--- src/hw/rtl/bc_pkg.sv ---
// ----------------------------------------------------------------------------
// Barometer compensation package
// Shared transaction types, configuration layout and arithmetic constants.
// ----------------------------------------------------------------------------
`default_nettype none

package bc_pkg;

   typedef struct packed {
      logic [15:0] raw_temp;
      logic [18:0] raw_press;
   } bc_req_type;

   typedef struct packed {
      logic signed [15:0] temperature;
      logic [19:0]        pressure;
      logic               div_error;
   } bc_rsp_type;

   typedef struct packed {
      logic [31:0] ac1_ac2;
      logic [31:0] ac3_ac4;
      logic [31:0] ac5_ac6;
      logic [31:0] b1_b2;
      logic [31:0] mc_md;
      logic [1:0]  oss;
   } bc_cfg_type;

   // queue entry: front-end result for one transaction
   typedef struct packed {
      logic signed [17:0] x1;
      logic signed [18:0] dsor;
      logic [18:0]        raw_press;
   } bc_ent_type;

   // sideband through the temperature divider
   typedef struct packed {
      logic signed [17:0] x1;
      logic [18:0]        raw_press;
      logic               err;
      logic               qneg;
   } bc_s1_type;

   // sideband through the pressure divider
   typedef struct packed {
      logic signed [15:0] temp;
      logic               err;
      logic               big;
      logic               neg;
   } bc_s2_type;

   localparam int CSR_IDX_W = 3;
   localparam logic [CSR_IDX_W-1:0] CSR_AC12 = 3'd0;
   localparam logic [CSR_IDX_W-1:0] CSR_AC34 = 3'd1;
   localparam logic [CSR_IDX_W-1:0] CSR_AC56 = 3'd2;
   localparam logic [CSR_IDX_W-1:0] CSR_B12  = 3'd3;
   localparam logic [CSR_IDX_W-1:0] CSR_MCMD = 3'd4;
   localparam logic [CSR_IDX_W-1:0] CSR_OSS  = 3'd5;

   localparam logic [1:0] OSS_RESET = 2'd3;

   // divider geometry
   localparam int DIV1_NW = 27;
   localparam int DIV1_DW = 18;
   localparam int DIV2_NW = 62;
   localparam int DIV2_DW = 42;

   localparam logic signed [27:0] T_OFFSET  = 28'sd4000;
   localparam logic [15:0]        P_SCALE   = 16'd50000;
   localparam logic signed [63:0] B7_LIMIT  = 64'sh80000000;
   localparam logic [11:0]        C_SQ      = 12'd3038;
   localparam logic [12:0]        C_LIN     = 13'd7357;
   localparam logic signed [29:0] C_OFF     = 30'sd3791;
   localparam logic [19:0]        P_MAX     = 20'hFFFFF;
   // floor((a+2)/4) + 32768 folded into one add
   localparam logic signed [43:0] Y_BIAS    = 44'sd131074;

endpackage

`default_nettype wire

--- src/hw/rtl/bc_front.sv ---
// ----------------------------------------------------------------------------
// Barometer compensation front end
// Takes transactions, forms x1 and the temperature divisor, pushes the queue.
// ----------------------------------------------------------------------------
`default_nettype none

module bc_front (
   input  wire logic              clock,
   input  wire logic              reset,
   input  wire logic              start,
   output logic                   busy,
   input  wire bc_pkg::bc_req_type req_data,
   input  wire bc_pkg::bc_cfg_type cfg,
   input  wire logic              q_full,
   output logic                   push,
   output bc_pkg::bc_ent_type     push_data
);

   logic                f0_vld_ff;
   logic                f1_vld_ff;
   bc_pkg::bc_req_type  f0_req_ff;
   logic signed [33:0]  f1_prod_ff;
   logic [18:0]         f1_press_ff;

   logic                stall;
   logic signed [16:0]  diff;
   logic signed [16:0]  ac5;
   logic signed [15:0]  md;
   logic signed [17:0]  x1;

   assign stall = f1_vld_ff & q_full;
   assign busy  = stall;

   assign diff = $signed({1'b0, f0_req_ff.raw_temp}) - $signed({1'b0, cfg.ac5_ac6[15:0]});
   assign ac5  = $signed({1'b0, cfg.ac5_ac6[31:16]});
   assign md   = cfg.mc_md[15:0];

   always_ff @(posedge clock) begin
      if (reset) begin
         f0_vld_ff <= 1'b0;
         f1_vld_ff <= 1'b0;
      end else if (!stall) begin
         f0_vld_ff <= start;
         f1_vld_ff <= f0_vld_ff;
      end
   end

   always_ff @(posedge clock) begin
      if (!stall) begin
         f0_req_ff   <= req_data;
         f1_prod_ff  <= diff * ac5;
         f1_press_ff <= f0_req_ff.raw_press;
      end
   end

   // floor shift by 15; range fits 18 bits
   assign x1 = f1_prod_ff[32:15];

   assign push                = f1_vld_ff & ~q_full;
   assign push_data.x1        = x1;
   assign push_data.dsor      = $signed({x1[17], x1}) + $signed({{3{md[15]}}, md});
   assign push_data.raw_press = f1_press_ff;

endmodule

`default_nettype wire

--- config.mk ---
export PLATFORM = sky130hd
export DESIGN_NAME = bc_front
export DESIGN_NICKNAME = d
export VERILOG_FILES = /design/src/hw/rtl/bc_pkg.sv /design/src/hw/rtl/bc_front.sv
export SDC_FILE = /design/constraint.sdc
export NUM_CORES = 1
export LEC_CHECK = 0
export BUFFER_PORTS_ARGS = -buffer_cell sky130_fd_sc_hd__clkbuf_2
export CAP_MARGIN = 20
export CORE_MARGIN = 10
export CORE_UTILIZATION = 45
export DETAILED_ROUTE_END_ITERATION = 7
export MAX_ROUTING_LAYER = met4
export PLACE_DENSITY = 0.79
export SLEW_MARGIN = 15
export SYNTH_ARGS = -nofsm -noshare
export SYNTH_HDL_FRONTEND = slang
export SYNTH_SLANG_ARGS = --single-unit
--- constraint.sdc ---
create_clock -name clock -period 7.35 [get_ports clock]
set_clock_uncertainty 0.2 [all_clocks]
set_input_delay 0.3675 -clock clock [delete_from_list [all_inputs] [get_ports clock]]
set_output_delay 0.3675 -clock clock [all_outputs]
set_load 0.02 [all_outputs]
After elaboration in Yosys (flattened, before gate mapping) --
Index checks and enable logic that the tools add are counted.
Storage, ports and cells: register bits after elaboration 89, latch bits 0, memory bits (writable) 0, bits in read-only memories 0, bits of input ports 201, output and inout bits 58, logic and storage cells 12, memories 0
Operators by class: add/sub/neg operators 2, $mul 1, divide/modulo/power cells 0, order comparisons 0, equality and inequality tests 0, shift-type cells 0, multiplexer cells 0, bitwise operators 3, reduce and logical (&&, ||, !) cells 0
Operator list (count):
- $mul 17x17->33 | 1
- $add 18x16->19 | 1
- $sub 16x16->17 | 1
- $and 1x1->1 | 2
- $not 1->1 | 1

Logic depth before layout (Yosys ltp) --
Gate-level depths: netlist of run 1.
word-level depth 2, depth in mapped cells 33, gate-level depth less buffers 32

Worst setup path after synthesis of run 1 --
No wires, ideal clock.
path type input -> register, from in cfg[66] (netlist name), to reg f1_prod_ff[25], data pin, setup time 263 ps, arrival time 7258 ps, required time 6887 ps, slack -371 ps, cell stages on the path 32, path buffers 1, cells stage by stage ha_1 -> fa_1 -> nor2b_1 -> o21ai_2 -> a21boi_2 -> o2111ai_2 -> a21boi_1 -> mux2i_1 -> nand2_1 -> buf_2 -> and2_1 -> fa_1 -> inv_1 -> fa_1 -> inv_1 -> fa_1 -> inv_1 -> fa_1 -> inv_1 -> fa_1 -> inv_1 -> fa_1 -> inv_1 -> ha_1 -> o211ai_1 -> o21ai_0 -> o21ai_0 -> nor3b_2 -> nand3_1 -> o31ai_1 -> a311oi_1 -> xnor2_1
On the way: longest elaborated chain between the ends 2
RTL lines:
- start, declared | RTL line bc_front.sv:13 | input wire bc_pkg::bc_cfg_type cfg,
- $sub 16x16->17 | RTL line bc_front.sv:34 | assign diff = $signed({1'b0, f0_req_ff.raw_temp}) - $signed({1'b0, cfg.ac5_ac6[15:0]});
- $mul 17x17->33 | RTL line bc_front.sv:51 | f1_prod_ff <= diff * ac5;
- end signal, assigned | RTL line bc_front.sv:51
- end, declared | RTL line bc_front.sv:22 | logic signed [33:0] f1_prod_ff;
No other way between the ends. A chain may end at the register's enable or synchronous reset.

Worst setup path in the final report of run 1 --
from reg f0_req_ff[19] (netlist name), to reg f1_prod_ff[27], data pin
On the way: longest elaborated chain between the ends 2
RTL lines:
- start, declared | RTL line bc_front.sv:21 | bc_pkg::bc_req_type f0_req_ff;
- start signal, assigned | RTL line bc_front.sv:50 | f0_req_ff <= req_data;
- $sub 16x16->17 | RTL line bc_front.sv:34
- $mul 17x17->33 | RTL line bc_front.sv:51
No other way between the ends.

==> results.toml, run 1 <==
[min_path]
worstHoldStart = "req_data[25]"
min_path_cells = 1
worstHoldPathType = "primary input to flop"
whs_endpoint = "f0_req_ff[25]$_DFFE_PN_"

[place]
detailed_place_hpwl_um = 29000
port-buffer-count = 144
gpl.final_weighted_congestion = 0.910

[worst_setup_path]
worstSetupEndpointType = "flop"
critical_path.max_stage_delay_ps = 540
crit_path_top_delay_cell = "sky130_fd_sc_hd__fa_1"
critical_path.reg2reg.endpoint = "f1_prod_ff[27]$_DFFE_PN_"
critPathMaxFanout = 7
crit-reg2reg-launch = "f0_req_ff[19]$_DFFE_PN_"
worst-r2r-cell-count = 33
cp.arrival_ps = 7680
kind_of_cell_adding_the_most_delay_to_the_critical_path = "adder cells"
reg2reg_setup_slack_ps = -450
cp.required_ps = 7230
critical_path_buf_inv_count = 8
critPathKind = "flop to flop"
critical_path.most_common_cell = "sky130_fd_sc_hd__fa_1"
critical_path.startpoint_type = "flop"

[status]
failed_checks = "setup timing"
outcome = "finished with violations"

[logic_synthesis]
yosysSeqAreaShare_pct = 15.7
netlist_instances = 1438
synthDominantAreaCellType = "sky130_fd_sc_hd__fa_1"
synth_enable_flop_cells = 72
postSynthRegisterBits = 74
post_synth_main_area_contributors = "sky130_fd_sc_hd__fa_1 38%, sky130_fd_sc_hd__edfxtp_1 15%, sky130_fd_sc_hd__ha_1 10%"
synthesized_area_divided_by_synthesized_cell_count_sq_um = 9.73
syn-cell-area_sq_mm = 0.0140
synth_largest_type_area_fraction_pct = 38.3
ys.flop_type = "sky130_fd_sc_hd__edfxtp_1"
yosys.cell_types.count = 61
synth_warnings = 0
postSynthNetCount = 2024
synth-async-reset-ratio_pct = 0

[sta]
worst-slew-pin-transition_ps = 985
max_freq_mhz = 128
period_share_pct = 106
totalNegativeSetupSlack_ps = -3810
final.setup.worst_slack_ps = -449
post-route-min-period_ps = 7800
rsz0062_at_grt = "true"
final-max-slew-violation-count = 0
final-setup-viol-count = 15
worst_slew_margin_rel_pct = 34.3
hold_viol_final = 0

[finish]
num-nets-final = 2302
drive_gt1_share_pct = 24.6
synthToLayoutAreaGrowth_pct = 22.6
layout_commonest_cell = "sky130_fd_sc_hd__inv_1"
mostFrequentLayoutCells = "341 x sky130_fd_sc_hd__inv_1, 258 x sky130_fd_sc_hd__fa_1, 150 x sky130_fd_sc_hd__buf_4"
antenna_cells_inserted = 0

[global_route]
grt_util_all_layers_pct = 19.1
grt_first_pass_wirelength_um = 58700
global_route.overflow_total = 0
first_global_vias = 12123
antenna_found_initial = 0
grt_max_degree = 75

[cts]
htree_levels = 3
cts.sinks = 74
cts_inserted_buffers = 9
clockBufferDepth = 2
clk-insertion-delay-late_ps = 330
cts_tree = "yes"
clk_transition_reported_paths_ps = 60
ctsRootBufferMaster = "sky130_fd_sc_hd__clkbuf_16"

[routing]
vias = 10921
viasPerCell = 5.16
initial_drc_count = 535
totalWireLength_um = 36000
drt_pass1_iterations = 5
final_ant_viol_nets = 0
drt-wirelength-per-cell_um = 17.0
drc = 0

[floorplan]
num_io_pins = 259
start_util_pct = 45.6
fp.dieArea_sq_mm = 0.0385
row_count = 64
dieHeight_um = 196
floorplan.die.width_um = 196
core_region_area_sq_mm = 0.0307

[job]
maxCapViolations = 0
logic make-up after synthesis:
group	after synthesis	share of synthesized area (%)
buffers and inverters	399	10.8
xor gates and xnor gates	57	3.62
muxes	2	0.143
adders and majority gates	391	49.2
and+or+nand+nor	367	13.3
AOI/OAI and AO/OA	148	7.15
DFF	74	15.7
worst max-delay path by stage:
stage / from / end / slack, ps / depth (start not counted)
floorplan: f0_req_ff[19]$_DFFE_PN_ / f1_prod_ff[25]$_DFFE_PN_ / -60 / 33
global placement: cfg[66] / f1_prod_ff[30]$_DFFE_PN_ / -570 / 32
detailed placement: cfg[66] / f1_prod_ff[30]$_DFFE_PN_ / -780 / 32
CTS: f0_req_ff[19]$_DFFE_PN_ / f1_prod_ff[30]$_DFFE_PN_ / -350 / 31
global route: f0_req_ff[19]$_DFFE_PN_ / f1_prod_ff[27]$_DFFE_PN_ / -740 / 32
finish: f0_req_ff[19]$_DFFE_PN_ / f1_prod_ff[27]$_DFFE_PN_ / -450 / 33
flip-flops by register name (all words and copies together), names as in the netlist:
register,count
f0_req_ff,35
f0_vld_ff,1
f1_press_ff,19
f1_prod_ff,18
f1_vld_ff,1
synth_stat cells (3+ instances only):
cell	number
sky130_fd_sc_hd__o21ai_1	5
sky130_fd_sc_hd__nand2b_1	12
sky130_fd_sc_hd__maj3_1	6
sky130_fd_sc_hd__nor2b_1	30
sky130_fd_sc_hd__o31ai_1	3
sky130_fd_sc_hd__o21a_1	14
sky130_fd_sc_hd__a21o_1	11
sky130_fd_sc_hd__nand4_1	9
sky130_fd_sc_hd__a31oi_1	3
sky130_fd_sc_hd__a21oi_1	38
sky130_fd_sc_hd__inv_1	356
sky130_fd_sc_hd__edfxtp_1	72
sky130_fd_sc_hd__ha_1	117
sky130_fd_sc_hd__buf_2	10
sky130_fd_sc_hd__clkbuf_1	30
sky130_fd_sc_hd__fa_1	268
sky130_fd_sc_hd__nor2_1	36
sky130_fd_sc_hd__o211ai_1	5
sky130_fd_sc_hd__nand3_1	6
sky130_fd_sc_hd__nand2_1	141
sky130_fd_sc_hd__nor3_1	11
sky130_fd_sc_hd__a211oi_1	4
sky130_fd_sc_hd__o21ai_0	34
sky130_fd_sc_hd__o21bai_1	5
sky130_fd_sc_hd__xor2_1	11
sky130_fd_sc_hd__and2_1	112
sky130_fd_sc_hd__xnor2_1	45
final cells by class:
class                      instances  area (sq um)
multi-input combinational        965         10800
tap                              396           495
fill                            2474         13500
inverter                         356          1340
clock inverter                     5          21.3
sequential                        74          2200
clock buffer                      11           233
timing repair buffer             310          2030
worst reg2reg max path: cells and delay by family, from the launching register on:
family	cells	cell delay, ps
buf+inv	8	930
compound gates	10	1730
flops	1	380
fa+ha+maj	9	3710
xor+xnor	1	110
simple gates	5	490
through the flow:
| stage | worst slack, ps | utilization (%) | hold slack (ps) | std cells | cell area (sq um) |
|---|---|---|---|---|---|
| after global routing | -740 | 55.9 | 0.556 | 2117 | 17100 |
| after detailed placement | -783 | 52.6 | 205 | 2065 | 16100 |
| after global placement | -571 | 52.6 | 200 | 2065 | 16100 |
| final | -449 | 55.9 | 10.3 | 2117 | 17100 |
| after CTS | -345 | 54.7 | 5.24 | 2100 | 16800 |
| after floorplan | -58.1 | - | 200 | 1438 | 14100 |
layer usage:
layer | vias up | part of all wire (%) | routed length (um) | track usage [%]
li1 | 4938 | - | - | -
met3 | 91 | 4.3 | 1540 | 2.49
met4 | 0 | 3.4 | 1230 | 6.48
met1 | 5553 | 37 | 13300 | 20.7
met2 | 339 | 55 | 19900 | 35.2
met5 | - | 0 | 0 | -
timing repair:
action	4_1_cts	5_1_grt
hold buffers	0	4
endpoints found under the hold margin	0	4
pin swaps	57	60
endpoints found under the setup margin	15	18
gates resized for setup	53	47
buffers inserted	22	13
Power of run 1 is not shown: default switching activity piles up to over one toggle a cycle in this logic, so the estimate is an artifact.
==> run 2, diff against run 1 <==
CORE_ASPECT_RATIO = 0.75   (was unset)
HOLD_SLACK_MARGIN = 0.1   (was unset)
PLACE_DENSITY = unset   (was 0.79)
PLACE_DENSITY_LB_ADDON = 0.3   (was unset)
==> run 2 against run 1 <==
Compared with the run above:
- the flow still finishes with violations (setup timing)
- maximum frequency grew 1.6%
- register-to-register slack gained 120 ps
- wire length is 2.7% higher
- utilization is 2.3 points higher
- non-clock buffer count rose by 42
- sequential share of layout area decreased by 0.40 points
- first-iteration DRC count up 39%
- worst setup slack gained 120 ps
- final area grew 3.2%
- critical endpoint is now f1_prod_ff[30]$_DFFE_PN_
- highest routed layer unchanged
==> results.toml, run 2 (synthesis results as in run 1) <==
[global_route]
grt_max_degree = 75
grt_util_all_layers_pct = 19.5
global_route.overflow_total = 0
antenna_found_initial = 0
first_global_vias = 11648
grt_first_pass_wirelength_um = 60100

[cts]
cts_inserted_buffers = 9
clk_transition_reported_paths_ps = 70
cts.sinks = 74
cts_tree = "yes"
htree_levels = 3
clk-insertion-delay-late_ps = 340
ctsRootBufferMaster = "sky130_fd_sc_hd__clkbuf_16"
clockBufferDepth = 2

[finish]
mostFrequentLayoutCells = "339 x sky130_fd_sc_hd__inv_1, 253 x sky130_fd_sc_hd__fa_1, 149 x sky130_fd_sc_hd__buf_4"
largest_reg_flops = 35
final_cell_area_sq_mm = 0.0177
top_register = "f0_req_ff"
num-nets-final = 2344
drive_gt1_share_pct = 25.7
layout_commonest_cell = "sky130_fd_sc_hd__inv_1"
antenna_cells_inserted = 0
largestRegisters = "f0_req_ff: 35 flops, f1_press_ff: 19 flops, f1_prod_ff: 18 flops"
synthToLayoutAreaGrowth_pct = 26.5
n_fill_cell = 2563

[routing]
drt-wirelength-per-cell_um = 17.1
vias = 10730
viasPerCell = 4.96
drc = 0
initial_drc_count = 743
totalWireLength_um = 36900
final_ant_viol_nets = 0
drt_pass1_iterations = 7

[worst_setup_path]
critPathKind = "flop to flop"
critPathMaxFanout = 7
critical_path_cell_count = 32
critical_path.most_common_cell = "sky130_fd_sc_hd__fa_1"
critical_path_buf_inv_count = 7
crit-reg2reg-launch = "f0_req_ff[19]$_DFFE_PN_"
cp.required_ps = 7250
worst-r2r-cell-count = 32
critical_path.reg2reg.endpoint = "f1_prod_ff[30]$_DFFE_PN_"
critical_path.startpoint_type = "flop"
cp.arrival_ps = 7580
worstSetupEndpointType = "flop"
crit_path_top_delay_cell = "sky130_fd_sc_hd__fa_2"
critical_path.max_stage_delay_ps = 560
kind_of_cell_adding_the_most_delay_to_the_critical_path = "adder cells"
reg2reg_setup_slack_ps = -330

[sta]
rsz0062_at_grt = "true"
hold_viol_final = 0
final-setup-viol-count = 14
post-route-min-period_ps = 7680
totalNegativeSetupSlack_ps = -2530
final-max-slew-violation-count = 0
fin_worst_hold_slack_ps = 209
worst_slew_margin_rel_pct = 34.3
max_freq_mhz = 130
worst-slew-pin-transition_ps = 985
final.setup.worst_slack_ps = -326
period_share_pct = 104

[floorplan]
fp.dieArea_sq_mm = 0.0386
dieHeight_um = 173
core_region_area_sq_mm = 0.0304
row_count = 55
num_io_pins = 259
floorplan.die.width_um = 224
start_util_pct = 46.0

[place]
port-buffer-count = 144
postPlaceCellArea_sq_mm = 0.0162
gpl.final_weighted_congestion = 0.962
detailed_place_hpwl_um = 29900
place_worst_setup_slack_ps = -619

[min_path]
min_path_cells = 0
whs_endpoint = "f1_press_ff[14]$_DFFE_PN_"
worstHoldPathType = "flop to flop"
worstHoldStart = "f0_req_ff[14]$_DFFE_PN_"

[status]
outcome = "finished with violations"
failed_checks = "setup timing"

[job]
maxCapViolations = 0
-- run 2: cell types whose count changed in the layout (fill, tap and decap cells not counted), moves of 5 or more --
cell                            delta
sky130_fd_sc_hd__buf_6             +5
sky130_fd_sc_hd__o21ai_2          +10
sky130_fd_sc_hd__fa_2              +5
sky130_fd_sc_hd__dlygate4sd3_1    +33
sky130_fd_sc_hd__buf_12            +5
sky130_fd_sc_hd__fa_1              -5
sky130_fd_sc_hd__o21ai_0           -5
-- run 2: through the flow --
stage / util (%) / instances
floorplan: - / 1438
global placement: 53.4 / 2076
detailed placement: 53.4 / 2076
CTS: 57.0 / 2144
global route: 58.2 / 2162
finish: 58.2 / 2162
-- run 2: timing repair --
item / in CTS / in global routing
pin swaps: 69 / 55
resized for setup: 58 / 58
hold buffers: 37 / 0
setup endpoints to repair: 17 / 18
setup buffers: 18 / 19
cloned: 0 / 1
hold endpoints to repair: 37 / 0
-- run 2: worst max-delay path by stage --
stage                                        from                       end  slack [ps]
final                     f0_req_ff[19]$_DFFE_PN_  f1_prod_ff[30]$_DFFE_PN_        -330
after global routing      f0_req_ff[19]$_DFFE_PN_  f1_prod_ff[30]$_DFFE_PN_        -620
after CTS                 f0_req_ff[19]$_DFFE_PN_  f1_prod_ff[30]$_DFFE_PN_        -300
after detailed placement                  cfg[68]  f1_prod_ff[30]$_DFFE_PN_        -620
after global placement                    cfg[66]  f1_prod_ff[32]$_DFFE_PN_        -480
after floorplan           f0_req_ff[19]$_DFFE_PN_  f1_prod_ff[25]$_DFFE_PN_         -60
-- run 2: layout make-up --
cell class	instances	area (sq um)	share of cell area [%]
multi-input combinational	965	10800	61.2
clock inverter	7	85.1	0.481
clock buffer	9	225	1.27
timing repair buffer	352	2520	14.3
sequential	74	2200	12.4
tap	399	499	2.82
inverter	356	1340	7.55
-- run 2: layer usage --
metal,GRT usage (%),share of wire [%],vias up
li1,-,-,5025
met1,25.8,45,5365
met2,30.2,46,300
met3,4.50,7.4,40
met4,3.88,1.4,0
met5,-,0,-
-- run 2: worst register-to-register path: cells and delay by family (launching register included) --
family                     cells  cell delay [ps]
and+or+nand+nor                3              340
buffers and inverters          7              690
AOI/OAI and AO/OA             12             1980
xor gates and xnor gates       1              140
adders and majority gates      9             3740
DFF                            1              350
Power of run 2 is left out for the same reason.
