--- src/hw/rtl/bc_pkg.sv ---
// ----------------------------------------------------------------------------
// Barometer compensation package
// Shared transaction types, configuration layout and arithmetic constants.
// ----------------------------------------------------------------------------
`default_nettype none

package bc_pkg;

   typedef struct packed {
      logic [15:0] raw_temp;
      logic [18:0] raw_press;
   } bc_req_type;

   typedef struct packed {
      logic signed [15:0] temperature;
      logic [19:0]        pressure;
      logic               div_error;
   } bc_rsp_type;

   typedef struct packed {
      logic [31:0] ac1_ac2;
      logic [31:0] ac3_ac4;
      logic [31:0] ac5_ac6;
      logic [31:0] b1_b2;
      logic [31:0] mc_md;
      logic [1:0]  oss;
   } bc_cfg_type;

   // queue entry: front-end result for one transaction
   typedef struct packed {
      logic signed [17:0] x1;
      logic signed [18:0] dsor;
      logic [18:0]        raw_press;
   } bc_ent_type;

   // sideband through the temperature divider
   typedef struct packed {
      logic signed [17:0] x1;
      logic [18:0]        raw_press;
      logic               err;
      logic               qneg;
   } bc_s1_type;

   // sideband through the pressure divider
   typedef struct packed {
      logic signed [15:0] temp;
      logic               err;
      logic               big;
      logic               neg;
   } bc_s2_type;

   localparam int CSR_IDX_W = 3;
   localparam logic [CSR_IDX_W-1:0] CSR_AC12 = 3'd0;
   localparam logic [CSR_IDX_W-1:0] CSR_AC34 = 3'd1;
   localparam logic [CSR_IDX_W-1:0] CSR_AC56 = 3'd2;
   localparam logic [CSR_IDX_W-1:0] CSR_B12  = 3'd3;
   localparam logic [CSR_IDX_W-1:0] CSR_MCMD = 3'd4;
   localparam logic [CSR_IDX_W-1:0] CSR_OSS  = 3'd5;

   localparam logic [1:0] OSS_RESET = 2'd3;

   // divider geometry
   localparam int DIV1_NW = 27;
   localparam int DIV1_DW = 18;
   localparam int DIV2_NW = 62;
   localparam int DIV2_DW = 42;

   localparam logic signed [27:0] T_OFFSET  = 28'sd4000;
   localparam logic [15:0]        P_SCALE   = 16'd50000;
   localparam logic signed [63:0] B7_LIMIT  = 64'sh80000000;
   localparam logic [11:0]        C_SQ      = 12'd3038;
   localparam logic [12:0]        C_LIN     = 13'd7357;
   localparam logic signed [29:0] C_OFF     = 30'sd3791;
   localparam logic [19:0]        P_MAX     = 20'hFFFFF;
   // floor((a+2)/4) + 32768 folded into one add
   localparam logic signed [43:0] Y_BIAS    = 44'sd131074;

endpackage

`default_nettype wire

--- src/hw/rtl/bc_queue.sv ---
// ----------------------------------------------------------------------------
// Barometer compensation queue
// Small FIFO between front and back; head is drained every cycle it is valid.
// ----------------------------------------------------------------------------
`default_nettype none

module bc_queue #(
   parameter int DEPTH = 4
) (
   input  wire logic               clock,
   input  wire logic               reset,
   input  wire logic               push,
   input  wire bc_pkg::bc_ent_type push_data,
   output logic                    full,
   output logic                    pop_vld,
   output bc_pkg::bc_ent_type      pop_data
);

   localparam int PW = (DEPTH > 1) ? $clog2(DEPTH) : 1;
   localparam int CW = $clog2(DEPTH + 1);

   bc_pkg::bc_ent_type mem [DEPTH];
   logic [PW-1:0]      wr_ptr_ff;
   logic [PW-1:0]      rd_ptr_ff;
   logic [CW-1:0]      cnt_ff;
   logic [CW-1:0]      cnt_in;
   logic               pop_vld_ff;
   bc_pkg::bc_ent_type pop_data_ff;
   logic               rd;

   function automatic logic [PW-1:0] bump(input logic [PW-1:0] p);
      return (p == PW'(DEPTH - 1)) ? '0 : PW'(p + 1'b1);
   endfunction

   assign rd   = cnt_ff != '0;
   assign full = cnt_ff == CW'(DEPTH);

   always_comb begin
      case ({push, rd})
         2'b10:   cnt_in = CW'(cnt_ff + 1'b1);
         2'b01:   cnt_in = CW'(cnt_ff - 1'b1);
         default: cnt_in = cnt_ff;
      endcase
   end

   always_ff @(posedge clock) begin
      if (reset) begin
         wr_ptr_ff  <= '0;
         rd_ptr_ff  <= '0;
         cnt_ff     <= '0;
         pop_vld_ff <= 1'b0;
      end else begin
         if (push) begin
            wr_ptr_ff <= bump(wr_ptr_ff);
         end
         if (rd) begin
            rd_ptr_ff <= bump(rd_ptr_ff);
         end
         cnt_ff     <= cnt_in;
         pop_vld_ff <= rd;
      end
   end

   always_ff @(posedge clock) begin
      if (push) begin
         mem[wr_ptr_ff] <= push_data;
      end
      if (rd) begin
         pop_data_ff <= mem[rd_ptr_ff];
      end
   end

   assign pop_vld  = pop_vld_ff;
   assign pop_data = pop_data_ff;

endmodule

`default_nettype wire

--- config.mk ---
export PLATFORM = sky130hd
export DESIGN_NAME = bc_queue
export DESIGN_NICKNAME = d
export VERILOG_FILES = /design/src/hw/rtl/bc_pkg.sv /design/src/hw/rtl/bc_queue.sv
export SDC_FILE = /design/constraint.sdc
export NUM_CORES = 1
export LEC_CHECK = 0
export BUFFER_PORTS_ARGS = -buffer_cell sky130_fd_sc_hd__buf_2
export CORE_MARGIN = 5
export CORE_UTILIZATION = 34
export DETAILED_ROUTE_END_ITERATION = 10
export SYNTH_ARGS = -nofsm -noshare
export SYNTH_HDL_FRONTEND = slang
export SYNTH_SLANG_ARGS = --single-unit
--- constraint.sdc ---
create_clock -name clock -period 8.79 [get_ports clock]
set_clock_uncertainty 0.2 [all_clocks]
set_input_delay 0.879 -clock clock [delete_from_list [all_inputs] [get_ports clock]]
set_output_delay 0.879 -clock clock [all_outputs]
set_load 0.05 [all_outputs]
# Word level (Yosys, flattened, before mapping)
# Memories as Yosys holds them, arrays and structs flattened. A register that Yosys moved wholly into a read port is not among the register bits.
# Cells that the tools add are included.
# op_classes
n_reduce_logical,2
n_eq_ne,5
n_addsub,4
n_mux,5
# ops
operator,n
$eq A2 B2 Y1 const B,3
$pmux W3 S2,1
$add A2 B1 Y2 const B,2
$mux W2,2
$add A3 B1 Y3 const B,1
$eq A3 B3 Y1 const B,1
$reduce_bool A3 Y1,1
$sub A3 B1 Y3 const B,1
$eq A2 B1 Y1 const B,1
$mux W1,2
$reduce_bool A2 Y1,1
# totals
inputBits,59
ff_bits,8
ram_bits,224
mem_count,1
elab_cells,21
out_inout_bits,58
# mem_list
memory,words,width,rd,rd_clocked_by_memory_dff,wr,line_no,text
mem,4,56,1,1,1,bc_queue.sv:22,bc_pkg::bc_ent_type mem [DEPTH];

# Longest topological paths before layout
# Gate-level depths: netlist of run 1.
# logic_depth
word_depth,3
mapped_depth,8
ltp_nobuf,8

# Least setup slack after synthesis of run 1
# No wires, ideal clock.
# synth_path
path_kind,reg-to-reg
start,register cnt_ff[0]
end,register cnt_ff[2]
path_buffers,0
path_stages_with_launch,9
required_time_ns,8.520
arrival_time_ns,2.928
setup_slack_ns,5.592
setup_ns,0.070
period_less_slack_ns,3.198
cell_sequence,dfxtp_1 nor3_1 inv_1 ha_1 inv_1 fa_1 xor2_1 or3_1 a21oi_1
# synth_between
elab_chain_len,3
elab_cells_between_ends,7
classes_between,add/sub: 2; eq/ne: 2; mux: 1; reduce/logical: 2
# synth_lines
element,line_no,text
start: declaration,bc_queue.sv:25,logic [CW-1:0] cnt_ff;
start signal: assignment,bc_queue.sv:59,cnt_ff <= cnt_in;
$reduce_bool A3 Y1 (*),bc_queue.sv:35,assign rd = cnt_ff != '0;
net rd,bc_queue.sv:29,logic rd;
$eq A2 B1 Y1 or $eq A2 B2 Y1 (tied branches),bc_queue.sv:39,"case ({push, rd})"
$pmux W3 S2 or $reduce_bool A2 Y1 (tied branches),-,
# The timed path passes the listed nets; every way through them passes the cells marked *.
# A chain may end at the register's enable or synchronous reset.

# Worst setup path after layout of run 1
# layout_path
start,register rd_ptr_ff[0]
end,"register, netlist name pop_data[55]"
# layout_rtl
element,line_no,text
start: declaration,bc_queue.sv:24,logic [PW-1:0] rd_ptr_ff;
start signal: assignment,bc_queue.sv:57,rd_ptr_ff <= bump(rd_ptr_ff);
# No word-level cell between the ends.

==> results of run 1 <==
## tightest hold or removal path, cell delays in order, from the launching register on
cell	delay, ns
dfxtp_1	0.33
o21ai_0	0.08
a21oi_1	0.07
## stage by stage
stage / cell area, um^2 / utilization [%] / power, uW / hold slack (ns) / instances
finish: 12170 / 41.08 / 4285 / 0.3242 / 945
global route: 12170 / 41.08 / 4488 / 0.3265 / 945
CTS: 12170 / 41.08 / 4370 / 0.3229 / 945
detailed placement: 11210 / 37.81 / 3125 / 0.3100 / 892
global placement: 11210 / 37.81 / 3104 / 0.2888 / 892
floorplan: 10220 / - / 2846 / 0.2669 / 398
## layer usage
layer	track usage, %	vias up	part of all wire (%)
met3	3.292	30	6.8
met1	14.19	2231	42
li1	-	1944	-
met5	0	-	0.21
met4	2.473	6	1.5
met2	18.14	109	49
## final cells by class
type                    count  area (um^2)  area share [%]
clock buffers              42        837.1           6.876
clock inverters            11        131.4           1.079
inverters                   7        27.53          0.2261
multi-input cells          89         1519           12.48
flip-flops and latches    288         8576           70.44
well taps                 390        488.0           4.008
repair buffers            118        595.6           4.892
## layout by cell type, fill, tap and decap left out
| cell type | netlist | layout |
|---|---|---|
| edfxtp_1 | 280 | 280 |
| buf_2 | 4 | 116 |
| mux4_2 | 55 | 55 |
| clkbuf_16 | 0 | 31 |
| clkbuf_1 | 3 | 9 |
| nor2_1 | 7 | 7 |
| inv_1 | 7 | 6 |
| ha_1 | 6 | 6 |
| dfxtp_1 | 8 | 6 |
| clkinv_2 | 0 | 4 |
| and2_4 | 0 | 4 |
| a21oi_1 | 4 | 4 |
| clkinv_1 | 0 | 3 |
| bufinv_16 | 0 | 3 |
| or3_1 | 2 | 2 |
| xor2_1 | 2 | 2 |
| mux2i_1 | 2 | 2 |
| clkbuf_8 | 0 | 2 |
| clkinvlp_4 | 0 | 2 |
| buf_4 | 3 | 2 |
| dfxtp_4 | 0 | 2 |
| nor3_1 | 1 | 1 |
| mux4_1 | 1 | 1 |
| and3_1 | 1 | 1 |
| nor3b_1 | 1 | 1 |
| nand2_1 | 1 | 1 |
| o21ai_0 | 1 | 1 |
| fa_1 | 1 | 1 |
## path summary, 6_finish.rpt
kind,from,endpoint,slack (ns),cells after the start
worst max-delay path,rd_ptr_ff[0],pop_data[55],6.32,2
worst max register to register,rd_ptr_ff[0],pop_data[55],6.32,2
worst min register to register,cnt_ff[2],cnt_ff[2],0.32,2
worst min-delay path,cnt_ff[2],cnt_ff[2],0.32,2
## registers in the layout, summed over array words and instances, names as in the netlist
name       flops
cnt_ff         3
mem          224
pop_data      56
pop_vld        1
rd_ptr_ff      2
wr_ptr_ff      2
## power groups by stage
stage / Clock [uW] / Combinational, uW / Sequential (uW)
2_1_floorplan: 0 / 473 / 2370
3_3_place_gp: 0 / 1140 / 1960
3_5_place_dp: 0 / 1160 / 1970
4_1_cts: 1270 / 1160 / 1940
5_1_grt: 1330 / 1200 / 1960
6_report: 1230 / 1130 / 1930
## cells by family after synthesis
logic type,after synthesis,share of synthesized area [%]
AOI/OAI and AO/OA,5,0.2448
xor gates and xnor gates,2,0.1714
adders and majority gates,7,0.9304
buffers and inverters,21,1.396
DFF,288,83.84
muxes,58,12.57
and+or+nand+nor,17,0.8447
==> impl_metrics.json, run 1 <==
{
  "rsz0062_at_grt": "false",
  "finalCritPeriodShare_pct": 28.08,
  "syn_nets": 464,
  "postCtsSetupRepairBufs": 0,
  "postCtsHoldBufs": 0,
  "ys_types": 23,
  "clock_power_share_pct": 28.6,
  "drt_wl_total_um": 18140,
  "timing.final.ws_setup_ns": 6.321,
  "synth_edf_count": 280,
  "synthArstFlopShare_pct": 0,
  "n_fill_cell": 2635,
  "synth.most_common_cell": "edfxtp_1",
  "clock.fmax_mhz": 405.1,
  "clk_latency_ns": 0.54,
  "clock_path_buffers": 3,
  "switchingPower_uw": 1404,
  "antenna_found_initial": 3,
  "start_kind": "flip-flop",
  "hpwl_um": 10350,
  "ys_warn_count": 0,
  "power.density_nw_per_um2": 352.0,
  "cp.buffers_inverters": 1,
  "combPwrFrac_pct": 26.4,
  "ys_ff_latch": 288,
  "die_w_um": 183.4,
  "crit_path_top_delay_cell": "dfxtp_4",
  "switching_share_pct": 32.77,
  "wl_per_cell_um": 19.20,
  "hold_path.class": "reg -> reg",
  "h-tree-depth": 1,
  "place_congestion": 0.6689,
  "layout_min_cycle_time_ns": 2.469,
  "cts_num_sinks": 288,
  "netlist_instances": 398,
  "track_usage_pct": 10.88,
  "slew_headroom_pct": 39.35,
  "cp_top_family": "flip-flops",
  "worstMarginPinSlew_ns": 0.9097,
  "antennaDiodeCount": 0,
  "initial_core_util_pct": 34.48,
  "p_seq_share_pct": 45.0,
  "p_leak_uw": 0.004050,
  "cts_resized": 0,
  "synthTopCellsByCount": "edfxtp_1, mux4_2, dfxtp_1",
  "synth.top_cells.by_area": "edfxtp_1, mux4_2, dfxtp_1, ha_1, buf_12",
  "slowest_delay_ns": 0.68,
  "cts-root-buf": "clkbuf_16",
  "dieArea_um2": 33630,
  "netlist_area_um2": 10220,
  "finalHoldViolations": 0,
  "fp-row-count": 63,
  "synthFlopType": "edfxtp_1",
  "grt_pass1_vias": 4970,
  "final_nets": 600,
  "cp_data_arrival_time_ns": 2.54,
  "drtAntennaViolNets": 0,
  "cp.required_ns": 8.86,
  "drive_gt1_share_pct": 39.82,
  "ys_seq_area_share_pct": 83.84,
  "crit_type": "reg -> reg",
  "crit_path_cell_trace": "buf_4, mux4_1",
  "fp.dieH_um": 183.4,
  "setup_viol": 0,
  "grt-ovfl-total": 0,
  "cp_max_fo": 35,
  "pin_count": 117,
  "drv_slew": 0,
  "yosysTopAreaCell": "edfxtp_1",
  "firstDrtPassIters": 6,
  "grt_max_degree": 59,
  "grt_pass1_wl_um": 28570,
  "area_growth_syn_to_layout_pct": 19.12,
  "viasPerCell": 4.571,
  "drv_cap": 0,
  "numPortBuffers": 116,
  "cts-buffers-inserted": 30,
  "irDropWorstVdd_mv": 0.2642,
  "status": "finished, final reports clean",
  "remaining_drc_errors": 0,
  "clkTransAtPathRegs_ns": 0.06,
  "fp.coreArea_um2": 29640,
  "cts_tree": "yes",
  "end_kind": "flip-flop",
  "drt_iter0_drc": 334,
  "syn_avg_cell_area_um2": 25.68,
  "pre_cts_ws_ns": 6.168,
  "synth_top_area_share_pct": 82.27,
  "setup_tns_ns": 0,
  "vias": 4320,
  "internal_power_uw": 2881
}
(Power assumes the default switching activity.)
==> run 2, diff against run 1 <==
==> constraint.sdc (replaced) <==
create_clock -name clock -period 2.6 [get_ports clock]
set_clock_uncertainty 0.2 [all_clocks]
set_input_delay 0.26 -clock clock [delete_from_list [all_inputs] [get_ports clock]]
set_output_delay 0.26 -clock clock [all_outputs]
set_load 0.05 [all_outputs]
==> run 2 against run 1 <==
Compared with the run above: clock power grew to 3.6 times the previous value; wire length grew 7.0%; global-route usage is 0.71 points higher; maximum frequency is 16% higher; hold slack got worse by 0.046 ns; combinational power rose to 3.7 times the previous value; count of clock-buffer cells in the layout decreased by 5; critical path depth rose by 6; register-to-register slack got worse by 5.9 ns; design area increased by 6.8%; critical endpoint is now cnt_ff[2]; largest power group unchanged.
==> impl_metrics.json, run 2 (same netlist as run 1, synthesis figures left out) <==
{
  "vias": 4653,
  "multi_input_area_um2": 1545,
  "cts_num_sinks": 288,
  "die_w_um": 183.4,
  "area_growth_syn_to_layout_pct": 27.23,
  "worstMarginPinSlew_ns": 0.8890,
  "regArea_um2": 8577,
  "initial_core_util_pct": 34.48,
  "antennaDiodeCount": 0,
  "grt-ovfl-total": 0,
  "track_usage_pct": 11.59,
  "drv_cap": 0,
  "drv_slew": 0,
  "grt_pass1_vias": 5167,
  "setup_viol": 0,
  "clock_path_buffers": 3,
  "final_cell_mix": "edfxtp_1, buf_2, dlygate4sd3_1",
  "cp_data_arrival_time_ns": 2.39,
  "finalHoldViolations": 0,
  "hpwl_um": 11540,
  "worstHoldStart": "push_data[19]",
  "firstDrtPassIters": 4,
  "layout_commonest_cell": "edfxtp_1",
  "layout_min_cycle_time_ns": 2.133,
  "cp_max_fo": 5,
  "cts-root-buf": "clkbuf_16",
  "end_kind": "flip-flop",
  "wl_per_cell_um": 19.20,
  "postCtsSetupRepairBufs": 0,
  "cts_tree": "yes",
  "regMostFlops": "mem",
  "cp.required_ns": 2.86,
  "drt_wl_total_um": 19410,
  "clk_latency_ns": 0.53,
  "whs_ns": 0.2781,
  "fp-row-count": 63,
  "h-tree-depth": 1,
  "fp.dieH_um": 183.4,
  "grt_max_degree": 57,
  "hold_path.class": "in -> reg",
  "slew_headroom_pct": 40.74,
  "drtAntennaViolNets": 0,
  "start_kind": "flip-flop",
  "place_congestion": 0.6594,
  "grt_pass1_wl_um": 30120,
  "status": "finished, final reports clean",
  "pin_count": 117,
  "cts_resized": 0,
  "numPortBuffers": 116,
  "fp.coreArea_um2": 29640,
  "clock.fmax_mhz": 468.8,
  "r2r_start": "cnt_ff[2]",
  "p_leak_uw": 0.004393,
  "drive_gt1_share_pct": 38.81,
  "crit_type": "reg -> reg",
  "clkTransAtPathRegs_ns": 0.06,
  "largest_register_ffs": 224,
  "dieArea_um2": 33630,
  "power.density_nw_per_um2": 1156,
  "irDropWorstVdd_mv": 0.4725,
  "final_nets": 665,
  "cts-buffers-inserted": 29,
  "rsz0062_at_grt": "false",
  "utilization_pct": 43.87,
  "finalCritPeriodShare_pct": 82.04,
  "n_fill_cell": 2572,
  "remaining_drc_errors": 0,
  "antenna_found_initial": 0,
  "drt_iter0_drc": 262,
  "viasPerCell": 4.602,
  "cp-startpoint": "cnt_ff[2]"
}
[run 2: final cells by class]
| cell class | count | area share (%) |
|---|---|---|
| clock buffer | 37 | 6.120 |
| clock inverter | 16 | 1.867 |
| inverter | 7 | 0.2309 |
| multi-input combinational | 89 | 11.88 |
| sequential | 288 | 65.96 |
| tap | 390 | 3.753 |
| timing repair buffer | 184 | 10.18 |
[run 2: worst max-delay path, cell delays in order, from the launching register on]
cell	delay, ns
dfxtp_1	0.36
nor3_4	0.32
clkinvlp_4	0.19
ha_4	0.19
inv_2	0.06
fa_2	0.19
xor2_1	0.09
or3_1	0.34
a21oi_1	0.13
[run 2: layer usage]
metal | vias to the layer above | routed length (um) | part of all wire [%] | GRT usage (%)
met3 | 37 | 1100 | 5.7 | 2.479
li1 | 2075 | - | - | -
met2 | 124 | 9799 | 50 | 19.49
met4 | 0 | 424 | 2.2 | 3.218
met5 | - | 0 | 0 | 0
met1 | 2417 | 8088 | 42 | 15.39
[run 2: final timing paths]
kind	end	slack [ns]	cells past startpoint
worst min register to register	cnt_ff[1]	0.34	2
worst max-delay path	cnt_ff[2]	0.47	8
worst min-delay path	mem[0][19]	0.28	2
worst max register to register	cnt_ff[2]	0.47	8
[run 2: timing repair]
action                     CTS  global route
hold buffers                58             0
hold endpoints to repair   232             0
setup endpoints to repair    0             0
[run 2: through the flow]
stage | setup TNS, ns | instances | cell area (um^2) | total power [uW] | worst slack [ns]
after floorplan | -0.3997 | 398 | 10250 | 9664 | -0.2172
after global placement | 0 | 900 | 11380 | 10650 | 0.6323
after detailed placement | 0 | 900 | 11380 | 10740 | 0.4584
after CTS | 0 | 1011 | 13000 | 15300 | 0.4482
after global routing | 0 | 1011 | 13000 | 15700 | 0.3335
final | 0 | 1011 | 13000 | 15030 | 0.4669
[run 2: report_power, final]
group | total (uW) | internal (uW) | switching, uW
sequential | 6400 | 6060 | 344
clock | 4430 | 2760 | 1670
combinational | 4200 | 1320 | 2880
==> run 3, diff against run 2 <==
==> constraint.sdc (replaced) <==
create_clock -name clock -period 1.7 [get_ports clock]
set_clock_uncertainty 0.2 [all_clocks]
set_input_delay 0.17 -clock clock [delete_from_list [all_inputs] [get_ports clock]]
set_output_delay 0.17 -clock clock [all_outputs]
set_load 0.05 [all_outputs]
==> run 3 against run 2 <==
Compared with the run above: the flow now finishes with violations (setup timing); global-route usage up 0.058 points; power rose by 51%; maximum frequency increased by 6.8%; combinational power grew 68%; sequential power up 52%; die area is the same; critical endpoint is now cnt_ff[1]; largest power group unchanged.
==> impl_metrics.json, run 3 (same netlist as run 1, synthesis figures left out) <==
{
  "cp.required_ns": 1.95,
  "start_kind": "flip-flop",
  "place_congestion": 0.7464,
  "setup_viol": 36,
  "fp.dieH_um": 183.4,
  "whs_ns": 0.1797,
  "track_usage_pct": 11.65,
  "drt_iter0_drc": 254,
  "largest_register_ffs": 224,
  "cp_max_fo": 2,
  "cp_top_family": "adder cells",
  "violations": "setup timing",
  "final_nets": 690,
  "crit_path_top_delay_cell": "fa_2",
  "pin_count": 117,
  "drt_wl_total_um": 19830,
  "clock_path_buffers": 3,
  "crit_path_cell_trace": "nor3_4, clkinvlp_4, ha_4, inv_2, fa_2, nor2_1, a21oi_1, nor2_1",
  "clock.fmax_mhz": 500.6,
  "p_leak_uw": 0.004491,
  "wl_per_cell_um": 19.12,
  "path_common_cell": "nor2_1",
  "firstDrtPassIters": 4,
  "grt_max_degree": 34,
  "finalPower_uw": 22700,
  "hpwl_um": 12480,
  "worstMarginPinSlew_ns": 0.3805,
  "grt_pass1_vias": 5322,
  "cp_data_arrival_time_ns": 2.24,
  "viasPerCell": 4.560,
  "antenna_found_initial": 2,
  "clk_latency_ns": 0.53,
  "dp.cells": 924,
  "cp.buffers_inverters": 2,
  "crit_type": "reg -> reg",
  "timing.final.ws_setup_ns": -0.2978,
  "irDropWorstVdd_mv": 0.7527,
  "drv_slew": 0,
  "dieArea_um2": 33630,
  "die_w_um": 183.4,
  "slew_headroom_pct": 74.63,
  "clkTransAtPathRegs_ns": 0.06,
  "fp.coreArea_um2": 29640,
  "grt-ovfl-total": 0,
  "regMostFlops": "mem",
  "final_cell_mix": "edfxtp_1, buf_2, dlygate4sd3_1",
  "hold_path.class": "in -> reg",
  "end_kind": "flip-flop",
  "cts-buffers-inserted": 28,
  "drv_cap": 0,
  "n_fill_cell": 2579,
  "fp-row-count": 63,
  "drtAntennaViolNets": 0,
  "slowest_delay_ns": 0.43,
  "grt_pass1_wl_um": 30350,
  "cts_num_sinks": 288,
  "drive_gt1_share_pct": 40.87,
  "layout_commonest_cell": "edfxtp_1",
  "area_growth_syn_to_layout_pct": 29.19,
  "numPortBuffers": 116,
  "layout_min_cycle_time_ns": 1.998,
  "power.density_nw_per_um2": 1720,
  "h-tree-depth": 1,
  "rsz0062_at_grt": "true",
  "finalHoldViolations": 0,
  "finalCritPeriodShare_pct": 117.5,
  "cts_tree": "yes",
  "stdcell_count": 1037,
  "initial_core_util_pct": 34.48,
  "vias": 4729,
  "cts-root-buf": "clkbuf_16",
  "remaining_drc_errors": 0,
  "status": "finished, violations left"
}
[run 3: report_power, final]
| part | switching [uW] | internal (uW) | total [uW] |
|---|---|---|---|
| combinational | 4580 | 2460 | 7040 |
| sequential | 454 | 9260 | 9710 |
| clock | 2530 | 3420 | 5950 |
| total | 7570 | 15100 | 22700 |
[run 3: cell type report]
type                    instances  area, um^2  share of cell area, %
multi-input cells              89        1554                  11.77
diodes                          1       2.502                0.01895
inverters                       7       32.53                 0.2464
repair buffers                210        1653                  12.52
flip-flops and latches        288        8578                  64.97
clock inverters                20       157.7                  1.194
clock buffers                  32       737.0                  5.582
well taps                     390       488.0                  3.696
[run 3: layer usage]
layer  vias up  GRT usage [%]  wire length (um)
li1       2130              -                 -
met1      2434          14.65              8224
met2       120          20.65             10100
met3        43          2.559              1072
met4         2          2.801               411
met5         -              0                13
[run 3: worst paths after layout]
check,start,to,slack [ns],cells past startpoint
worst min register to register,wr_ptr_ff[1],wr_ptr_ff[1],0.38,2
worst max-delay path,cnt_ff[0],cnt_ff[1],-0.30,8
worst min-delay path,push_data[41],mem[0][41],0.18,2
worst max register to register,cnt_ff[0],cnt_ff[1],-0.30,8
[run 3: what timing repair did]
item / 4_1_cts / 5_1_grt
endpoints found under the setup margin: 22 / 4
buffers inserted: 0 / 2
gates resized for setup: 10 / 2
pin swaps: 1 / 1
hold buffers: 58 / 0
hold endpoints to repair: 233 / 0
[run 3: worst register-to-register path, stage by stage (launching register included)]
cell,delay (ns)
dfxtp_2,0.34
nor3_4,0.24
clkinvlp_4,0.16
ha_4,0.18
inv_2,0.06
fa_2,0.43
nor2_1,0.10
a21oi_1,0.06
nor2_1,0.15
[run 3: stage by stage]
stage,setup TNS [ns],setup slack [ns],cell area [um^2],util (%)
global route,-3.842,-0.3719,13200,44.55
global placement,-0.2684,-0.1500,11680,39.40
floorplan,-25.44,-1.117,10260,-
detailed placement,-0.5503,-0.3046,11680,39.40
finish,-1.307,-0.2978,13200,44.55
CTS,-0.6561,-0.3032,13180,44.46
